### src/rtl/core/sst_pkg.sv
// Shared types, codes and sizes of the scoped symbol table.
package sst_pkg;

   localparam int TABLE_ENTRIES = 128;
   localparam int NAME_WORDS    = 4;
   localparam int IDX_W         = $clog2(TABLE_ENTRIES);
   localparam int CNT_W         = $clog2(TABLE_ENTRIES + 1);

   localparam logic [63:0] NAME_MASK = 64'((65'd1 << (16 * NAME_WORDS)) - 65'd1);

   localparam logic [2:0] OP_INSERT     = 3'd0;
   localparam logic [2:0] OP_FIND       = 3'd1;
   localparam logic [2:0] OP_READ       = 3'd2;
   localparam logic [2:0] OP_WR_ADDRESS = 3'd3;
   localparam logic [2:0] OP_WR_VALUE   = 3'd4;
   localparam logic [2:0] OP_WR_CLASS   = 3'd5;
   localparam logic [2:0] OP_WR_DEFINED = 3'd6;
   localparam logic [2:0] OP_POP_LOCALS = 3'd7;

   localparam logic [2:0] ST_OK       = 3'd0;
   localparam logic [2:0] ST_DUP      = 3'd1;
   localparam logic [2:0] ST_FULL     = 3'd2;
   localparam logic [2:0] ST_NOTFOUND = 3'd3;
   localparam logic [2:0] ST_RANGE    = 3'd4;

   localparam int          FLAG_DEFINED = 15;
   localparam int          FLAG_LOCAL   = 14;
   localparam logic [15:0] CLASS_KEEP   = 16'hfffc;

   typedef struct packed {
      logic [63:0] name;
      logic [15:0] address;
      logic [15:0] value;
      logic [15:0] flags;
   } entry_type;

   typedef struct packed {
      logic             rd_en;
      logic [IDX_W-1:0] rd_addr;
      logic             wr_en;
      logic [IDX_W-1:0] wr_addr;
      entry_type        wr_data;
   } mem_req_type;

   typedef struct packed {
      logic [2:0]       status;
      logic [IDX_W-1:0] index;
      logic [15:0]      address;
      logic [15:0]      value;
      logic [1:0]       cls;
      logic             def_bit;
      logic             is_local;
      logic [CNT_W-1:0] removed;
   } rsp_type;

   function automatic rsp_type entry_rsp(logic [2:0] status, logic [IDX_W-1:0] idx,
                                         entry_type e);
      rsp_type r;
      r          = '0;
      r.status   = status;
      r.index    = idx;
      r.address  = e.address;
      r.value    = e.value;
      r.cls      = e.flags[1:0];
      r.def_bit  = e.flags[FLAG_DEFINED];
      r.is_local = e.flags[FLAG_LOCAL];
      return r;
   endfunction

endpackage

### src/rtl/core/sst_seq.sv
// Sequencer: takes one item, walks or modifies the entry memory, builds the result.
module sst_seq (
   input  logic                         clock,
   input  logic                         reset,
   input  logic                         req_valid,
   output logic                         req_ready,
   input  logic [2:0]                   req_operation,
   input  logic [63:0]                  req_name_key,
   input  logic                         req_is_local,
   input  logic [sst_pkg::IDX_W-1:0]    req_entry_index,
   input  logic [15:0]                  req_address_in,
   input  logic [15:0]                  req_value_in,
   input  logic [15:0]                  req_flags_in,
   input  logic [1:0]                   req_class_in,
   input  logic                         req_defined_in,
   output sst_pkg::mem_req_type         mem_req,
   input  sst_pkg::entry_type           mem_rd_data,
   output sst_pkg::rsp_type             res,
   output logic                         res_valid,
   input  logic                         res_take
);
   import sst_pkg::*;

   localparam logic [1:0] S_IDLE = 2'd0;
   localparam logic [1:0] S_SCAN = 2'd1;
   localparam logic [1:0] S_RMW  = 2'd2;
   localparam logic [1:0] S_DONE = 2'd3;

   logic [1:0]       state_ff, state_in;
   logic [CNT_W-1:0] count_ff, count_in;
   logic [CNT_W-1:0] ptr_ff, ptr_in;
   logic             pend_ff, pend_in;
   logic [IDX_W-1:0] pend_idx_ff, pend_idx_in;
   logic [CNT_W-1:0] removed_ff, removed_in;
   rsp_type          res_ff, res_in;

   logic [2:0]       op_ff;
   logic [63:0]      key_ff;
   logic             loc_ff;
   logic [IDX_W-1:0] idx_ff;
   logic [15:0]      addr_ff;
   logic [15:0]      val_ff;
   logic [15:0]      flg_ff;
   logic [1:0]       cls_ff;
   logic             def_ff;

   logic             hit;
   logic             rd_local;
   logic             stop;
   logic             walk_end;
   logic             append;
   entry_type        new_entry;
   entry_type        ins_entry;

   assign req_ready = (state_ff == S_IDLE);
   assign res_valid = (state_ff == S_DONE);
   assign res       = res_ff;

   assign hit      = ((mem_rd_data.name ^ key_ff) & NAME_MASK) == 64'd0;
   assign rd_local = mem_rd_data.flags[FLAG_LOCAL];
   assign ins_entry = '{name: key_ff, address: addr_ff, value: val_ff, flags: flg_ff};

   always_comb begin
      state_in    = state_ff;
      count_in    = count_ff;
      ptr_in      = ptr_ff;
      pend_in     = pend_ff;
      pend_idx_in = pend_idx_ff;
      removed_in  = removed_ff;
      res_in      = res_ff;
      mem_req     = '0;
      stop        = 1'b0;
      walk_end    = 1'b0;
      append      = 1'b0;
      new_entry   = mem_rd_data;

      case (state_ff)
         S_IDLE: begin
            if (req_valid) begin
               case (req_operation) inside
                  OP_INSERT, OP_FIND, OP_POP_LOCALS: begin
                     state_in   = S_SCAN;
                     ptr_in     = count_ff;
                     pend_in    = 1'b0;
                     removed_in = '0;
                  end
                  default: begin
                     if (CNT_W'(req_entry_index) >= count_ff) begin
                        res_in        = '0;
                        res_in.status = ST_RANGE;
                        res_in.index  = req_entry_index;
                        state_in      = S_DONE;
                     end else begin
                        mem_req.rd_en   = 1'b1;
                        mem_req.rd_addr = req_entry_index;
                        state_in        = S_RMW;
                     end
                  end
               endcase
            end
         end

         S_SCAN: begin
            pend_in = 1'b0;
            // judge the entry read last cycle
            if (pend_ff) begin
               if (op_ff == OP_POP_LOCALS) begin
                  if (rd_local) begin
                     count_in   = CNT_W'(pend_idx_ff);
                     removed_in = removed_ff + CNT_W'(1);
                  end else begin
                     stop = 1'b1;
                  end
               end else if (hit) begin
                  stop = 1'b1;
               end
            end

            // read ahead one entry, newest first
            if (!stop) begin
               if (ptr_ff != '0) begin
                  mem_req.rd_en   = 1'b1;
                  mem_req.rd_addr = IDX_W'(ptr_ff - CNT_W'(1));
                  ptr_in          = ptr_ff - CNT_W'(1);
                  pend_in         = 1'b1;
                  pend_idx_in     = IDX_W'(ptr_ff - CNT_W'(1));
               end else if (!pend_ff) begin
                  walk_end = 1'b1;
               end
            end

            if (stop || walk_end) begin
               state_in = S_DONE;
               case (op_ff)
                  OP_POP_LOCALS: begin
                     res_in         = '0;
                     res_in.status  = ST_OK;
                     res_in.removed = removed_ff;
                  end
                  OP_FIND: begin
                     if (stop) begin
                        res_in = entry_rsp(ST_OK, pend_idx_ff, mem_rd_data);
                     end else begin
                        res_in        = '0;
                        res_in.status = ST_NOTFOUND;
                     end
                  end
                  default: begin
                     if (stop && (rd_local == loc_ff)) begin
                        res_in = entry_rsp(ST_DUP, pend_idx_ff, mem_rd_data);
                     end else begin
                        append = 1'b1;
                     end
                  end
               endcase
            end

            if (append) begin
               if (count_ff >= CNT_W'(TABLE_ENTRIES)) begin
                  res_in        = '0;
                  res_in.status = ST_FULL;
               end else begin
                  mem_req.wr_en   = 1'b1;
                  mem_req.wr_addr = IDX_W'(count_ff);
                  mem_req.wr_data = ins_entry;
                  count_in        = count_ff + CNT_W'(1);
                  res_in          = entry_rsp(ST_OK, IDX_W'(count_ff), ins_entry);
               end
            end
         end

         S_RMW: begin
            case (op_ff)
               OP_WR_ADDRESS: new_entry.address = addr_ff;
               OP_WR_VALUE:   new_entry.value = val_ff;
               OP_WR_CLASS:   new_entry.flags = (mem_rd_data.flags & CLASS_KEEP) | {14'd0, cls_ff};
               OP_WR_DEFINED: new_entry.flags[FLAG_DEFINED] = def_ff;
               default:       new_entry = mem_rd_data;
            endcase
            mem_req.wr_en   = (op_ff != OP_READ);
            mem_req.wr_addr = idx_ff;
            mem_req.wr_data = new_entry;
            res_in          = entry_rsp(ST_OK, idx_ff, new_entry);
            state_in        = S_DONE;
         end

         default: begin
            // hold the result until the output register takes it
            if (res_take) begin
               state_in = S_IDLE;
            end
         end
      endcase
   end

   always_ff @(posedge clock) begin
      if (reset) begin
         state_ff   <= S_IDLE;
         count_ff   <= '0;
         pend_ff    <= 1'b0;
      end else begin
         state_ff   <= state_in;
         count_ff   <= count_in;
         pend_ff    <= pend_in;
      end
   end

   always_ff @(posedge clock) begin
      ptr_ff      <= ptr_in;
      pend_idx_ff <= pend_idx_in;
      removed_ff  <= removed_in;
      res_ff      <= res_in;
      if (req_valid && req_ready) begin
         op_ff   <= req_operation;
         key_ff  <= req_name_key;
         loc_ff  <= req_is_local;
         idx_ff  <= req_entry_index;
         addr_ff <= req_address_in;
         val_ff  <= req_value_in;
         flg_ff  <= req_flags_in;
         cls_ff  <= req_class_in;
         def_ff  <= req_defined_in;
      end
   end

endmodule
### config.mk
export PLATFORM = sky130hd
export DESIGN_NAME = sst_seq
export DESIGN_NICKNAME = d
export VERILOG_FILES = /design/src/rtl/core/sst_pkg.sv /design/src/rtl/core/sst_seq.sv
export SDC_FILE = /design/constraint.sdc
export NUM_CORES = 1
export LEC_CHECK = 0
export ABC_AREA = 1
export CAP_MARGIN = 20
export CORE_AREA = 2 2 164 166
export CTS_CLUSTER_SIZE = 10
export DETAILED_ROUTE_END_ITERATION = 16
export DIE_AREA = 0 0 166 168
export DONT_BUFFER_PORTS = 1
export GPL_ROUTABILITY_DRIVEN = 0
export HOLD_SLACK_MARGIN = 0.15
export PLACE_DENSITY = 0.69
export SLEW_MARGIN = 10
export SYNTH_ARGS = -nofsm -noshare
export SYNTH_HDL_FRONTEND = slang
export SYNTH_SLANG_ARGS = --single-unit
### constraint.sdc
create_clock -name clock -period 6.4 [get_ports clock]
set_clock_uncertainty 0.15 [all_clocks]
set_input_delay 1.28 -clock clock [delete_from_list [all_inputs] [get_ports clock]]
set_output_delay 1.28 -clock clock [all_outputs]
set_load 0.02 [all_outputs]
### Word level (Yosys, flattened, before mapping)

Index checks and enable logic that the tools add are counted.

* output and inout bits: 184
* flip-flop bits (word level): 214

* reduce and logical (&&, ||, !) cells: 18
* bitwise operators: 3
* equal/unequal tests: 25
* $lt $le $gt $ge: 2
* $add $sub $neg: 3
* mux-type cells: 63

Operator list (number)
* $mux 54: 6
* $mux 120: 2
* $pmux 120 s2: 1
* $pmux 54 s3: 1
* $mux 8: 19
* $pmux 54 s2: 1
* $mux 53: 2
* $logic_not 64->1: 1
* $xor 64x64->64: 1
* $pmux 8 s2: 3
* $mux 16: 2
* $mux 1: 18
* $add 8x1->8 const B: 2
* $ne 2x2->1 const B: 8
* $or 16x2->16: 1
* $eq 3x3->1 const B: 5
* $mux 15: 1
* $reduce_and 6->1: 2
* $reduce_and 3->1: 3
* $ge 7x8->1: 1
* $ge 8x8->1 const B: 1
* $mux 2: 4
* $reduce_bool 8->1: 1
* $sub 8x1->8 const B: 1
* 22 further kinds: 27

### Logic depth before layout (Yosys ltp)

* word-level depth: 13
* gate-level depth with buffers: 19
* mapped depth without buffers: 18

### Worst setup path after synthesis

No wires, ideal clock.

* path type: in2reg
* start point: input port mem_rd_data[49] (netlist name)
* end point: register res_ff, in the netlist res[0], enable pin
* arrival time: 5.994 ns
* stages: 16
* data required time: 5.718 ns
* buffers on the path: 0
* setup slack: -0.276 ns
* path through: inv_1 nand2_1 nand2_1 nor2_1 nand2_1 nor2_1 nand2_1 nor2_1 nand2_1 nand2_2 nand2_4 nand2_8 inv_1 nand2_1 nand2_1 nor3_1

* longest elaborated chain between the ends: 13

RTL lines
* from (decl): RTL line sst_seq.sv:17 `input sst_pkg::entry_type mem_rd_data,`
* $xor 64x64->64 *: RTL line sst_seq.sv:59 `assign hit = ((mem_rd_data.name ^ key_ff) & NAME_MASK) == 64'd0;`
* $logic_not 64->1 *: RTL line sst_seq.sv:59
* $mux 1 *: RTL line sst_seq.sv:114 `end else if (hit) begin`
* $mux 1 *: RTL line sst_seq.sv:107 `if (op_ff == OP_POP_LOCALS) begin`
* $mux 1 *: RTL line sst_seq.sv:106 `if (pend_ff) begin`
* $mux 1 *: RTL line sst_seq.sv:77 `case (state_ff)`
* $logic_and 1x1->1 or $mux 1 (tied branches): RTL line sst_seq.sv:149, sst_seq.sv:120
* $mux 1 (on tied branches): RTL line sst_seq.sv:149, sst_seq.sv:77
* $mux 1 or $logic_or 1x1->1 (tied branches): RTL line sst_seq.sv:134, sst_seq.sv:132
* $mux 1: RTL line sst_seq.sv:132 `if (stop || walk_end) begin`
* $mux 1: RTL line sst_seq.sv:77
* $ne 5x4->1 (no line) or $ne 3x3->1 (tied branches)
* $reduce_and 6->1 (no line) *
* to (signal assigned): RTL line sst_seq.sv:212 `res_ff <= res_in;`
* to (decl): RTL line sst_seq.sv:35 `rsp_type res_ff, res_in;`

Every way passes the cells marked *; elsewhere a longest branch is shown, timed or not. The select of a mux whose other input is x is not followed.
A chain may end at the register's enable or synchronous reset.

==> impl_metrics.env <==
export IMPL_status="finished clean"
export IMPL_synthAdderAreaFrac_pct=1.60
export IMPL_syn_to_final_growth_pct=8.20
export IMPL_pwr_share_comb_pct=32.6
export IMPL_cpPeakStageDelay_ns=0.49
export IMPL_syn_num_nets=1843
export IMPL_core_area_um2=26400
export IMPL_hold_viol=0
export IMPL_rows=60
export IMPL_switchingPower_w=0.00237
export IMPL_clk_pin_slew_ns=0.05
export IMPL_cts_htree_levels=1
export IMPL_fin_util_pct=51.5
export IMPL_remaining_drc_errors=0
export IMPL_relSlewSlack_pct=38.1
export IMPL_seqPwrFrac_pct=43.4
export IMPL_die_area_um2=27900
export IMPL_fin_crit_ns=5.33
export IMPL_yosysSeqAreaShare_pct=50.3
export IMPL_cts_resized=0
export IMPL_cts_root_buf="clkbuf_16"
export IMPL_syn_area_um2=12500
export IMPL_port_buffers=0
export IMPL_grt_pass1_wl_um=55800
export IMPL_grt_antenna_before_repair=7
export IMPL_leakagePower_nw=6.02
export IMPL_cts_made_buffers=26
export IMPL_cap_violations=0
export IMPL_p_int_w=0.00322
export IMPL_vias=10421
export IMPL_clkLatencyLatePin_ns=0.53
export IMPL_min_path_type="flip-flop to flip-flop"
export IMPL_drive_gt1_share_pct=6.24
export IMPL_start_kind="input pin"
export IMPL_crit_type="input pin to output port"
export IMPL_start_util_pct=47.6
export IMPL_switching_share_pct=42.4
export IMPL_tightest_slew_ns=0.928
export IMPL_critPathSlowestCell="a21oi_1"
export IMPL_critPathRequiredTime_ns=4.97
export IMPL_synth_top_family_by_area="simple AND/OR/NAND/NOR gates"
export IMPL_critPathMaxFanout=64
export IMPL_arrival_ns=3.90
export IMPL_cts_tree="yes"
export IMPL_ys_ff_latch=214
export IMPL_clockPowerShare_pct=24.0
export IMPL_finalMaxSlewViolations=0
export IMPL_ios=426
export IMPL_ant_nets=0
export IMPL_post_drt_wl_per_cell_um=19.2
export IMPL_final_nets=1812
export IMPL_post_cts_buffers=0
export IMPL_fmax_mhz=188
export IMPL_drtIter0Drc=872
export IMPL_timing_final_crit_share_pct=83.3
export IMPL_end_kind="output port"
export IMPL_tns_ns=0
export IMPL_cts_max_path_buffers=3
export IMPL_grt_max_degree=82
export IMPL_routed_via_density=5.44
export IMPL_grt_total_usage_pct=25.3
export IMPL_p_per_area_nw_per_um2=412
export IMPL_cts_sinks=214
export IMPL_syn_area_per_cell_um2=7.92
export IMPL_grt_pass1_vias=9912
export IMPL_irDropWorstVdd_v=0.000354
export IMPL_synthCells=1585
export IMPL_synth_distinct_cells=39
export IMPL_ys_warn_count=0
export IMPL_synth_xor_area_share_pct=1.54
export IMPL_die_height_um=168
export IMPL_die_w_um=166
export IMPL_muxShareOfSynthArea_pct=0
export IMPL_setup_viol=0
export IMPL_postCtsHoldBufs=0
export IMPL_drt_total_wl_um=36800
export IMPL_overflow=0
export IMPL_rsz0062_at_grt="false"
export IMPL_dr_pass1_iters=5
export IMPL_path_cells="xor2_1, nor2_1, nand2_1, nor2_1, nand2_1, nor2_1, nand2_1, nand2_2, nand2_4, nand2_8, nand3_4, nor2_8, buf_12, nand3_1, a21oi_1"
export IMPL_synth_compound_area_share_pct=8.24
export IMPL_place_hpwl_um=26200
export IMPL_synth_simple_area_share_pct=28.7
[power by group through the flow]
stage	Sequential [W]	Combinational (W)	Clock (W)
after floorplan	0.00242	0.00139	0
after global placement	0.00245	0.00179	0
after detailed placement	0.00245	0.00182	0
after CTS	0.00243	0.00182	0.00137
after global routing	0.00246	0.00202	0.00142
final	0.00243	0.00182	0.00134
[cell usage in the layout (no fill, tap or decap), drive strengths merged, types with 5 or more instances in the layout]
| cell type | netlist | routed |
|---|---|---|
| diode | 0 | 5 |
| nor2 | 165 | 165 |
| nand2 | 522 | 522 |
| inv | 227 | 227 |
| nand4 | 11 | 11 |
| clkinv | 1 | 5 |
| o21a | 5 | 5 |
| o211ai | 33 | 33 |
| xor2 | 17 | 17 |
| clkbuf | 47 | 40 |
| dfxtp | 11 | 11 |
| a21oi | 105 | 105 |
| o21ai | 22 | 22 |
| edfxtp | 203 | 203 |
| ha | 16 | 16 |
| xnor2 | 5 | 5 |
| buf | 30 | 18 |
| o22ai | 5 | 5 |
| nor3 | 20 | 20 |
| nand3 | 129 | 129 |
[sequential cells by signal, indices dropped and copies added, names as in the netlist, 2 cells and up]
name         count
removed_ff       8
idx_ff           7
addr_ff         16
val_ff          16
ptr_ff           8
pend_idx_ff      7
cls_ff           2
state_ff         2
op_ff            3
flg_ff          16
key_ff          64
res             54
count_ff         8
[metrics by stage]
| step | instance area [µm²] | hold WS [ns] | setup WS, ns | instances | power [W] |
|---|---|---|---|---|---|
| detailed placement | 12800 | 0.367 | 1.08 | 1867 | 0.00427 |
| CTS | 13600 | 0.379 | 1.08 | 1911 | 0.00562 |
| floorplan | 12600 | 0.323 | 1.38 | 1585 | 0.00382 |
| global placement | 12800 | 0.366 | 1.14 | 1867 | 0.00424 |
| global route | 13600 | 0.416 | 0.784 | 1913 | 0.00590 |
| finish | 13600 | 0.379 | 1.07 | 1916 | 0.00559 |
[critical path, delay by kind of cell]
family	cells	cell delay [ns]
and+or+nand+nor	12	1.64
AOI/OAI and AO/OA	1	0.49
buffers and inverters	1	0.32
xor gates and xnor gates	1	0.14
[cell usage after synthesis (all sizes together)]
library cell / count / area share [%]
o31ai: 3 / 0.18
nor2: 165 / 5.1
a31oi: 2 / 0.10
o21a: 5 / 0.30
a31o: 1 / 0.070
xor2: 17 / 1.2
o211ai: 33 / 2.0
nand4: 11 / 0.55
nor3: 20 / 0.80
o21ai: 22 / 0.88
nor4: 3 / 0.15
clkbuf: 47 / 1.4
or2: 1 / 0.050
dfxtp: 11 / 1.8
edfxtp: 203 / 49
xnor2: 5 / 0.35
inv: 227 / 6.8
ha: 16 / 1.6
buf: 30 / 1.4
nand3: 129 / 6.1
nand2: 522 / 16
or3: 1 / 0.050
o22ai: 5 / 0.25
clkinv: 1 / 0.030
a21oi: 105 / 4.5
[kinds of logic after synthesis]
family                     after synthesis
adders and majority gates               16
DFF                                    214
AOI/OAI and AO/OA                      176
and+or+nand+nor                        852
xor gates and xnor gates                22
buffers and inverters                  305
[layout make-up]
cell class / count / area (µm²)
clock inverter: 4 / 17.5
tap: 341 / 427
sequential: 214 / 6320
fill: 2460 / 12800
antenna: 5 / 12.5
inverter: 228 / 861
multi-input combinational: 1066 / 5070
timing repair buffer: 18 / 148
clock buffer: 40 / 724
[routing by layer]
layer  vias up  track usage [%]  wire length (µm)
met5         -                0                11
met3        85             6.51              3330
met4         2             9.22              1470
met2       510             43.2             17700
met1      4777             31.1             14300
li1       5047                -                 -
[final timing paths]
path / start / slack [ns] / depth (start not counted) / endpoint
worst max-delay path: mem_rd_data[109] / 1.07 / 15 / mem_req[55]
worst min register to register: state_ff[1]$_SDFFE_PP0P_ / 0.38 / 2 / state_ff[1]$_SDFFE_PP0P_
worst min-delay path: state_ff[1]$_SDFFE_PP0P_ / 0.38 / 2 / state_ff[1]$_SDFFE_PP0P_
worst max register to register: state_ff[1]$_SDFFE_PP0P_ / 2.80 / 9 / res[27]$_DFFE_PP_
(Power assumes the default switching activity.)
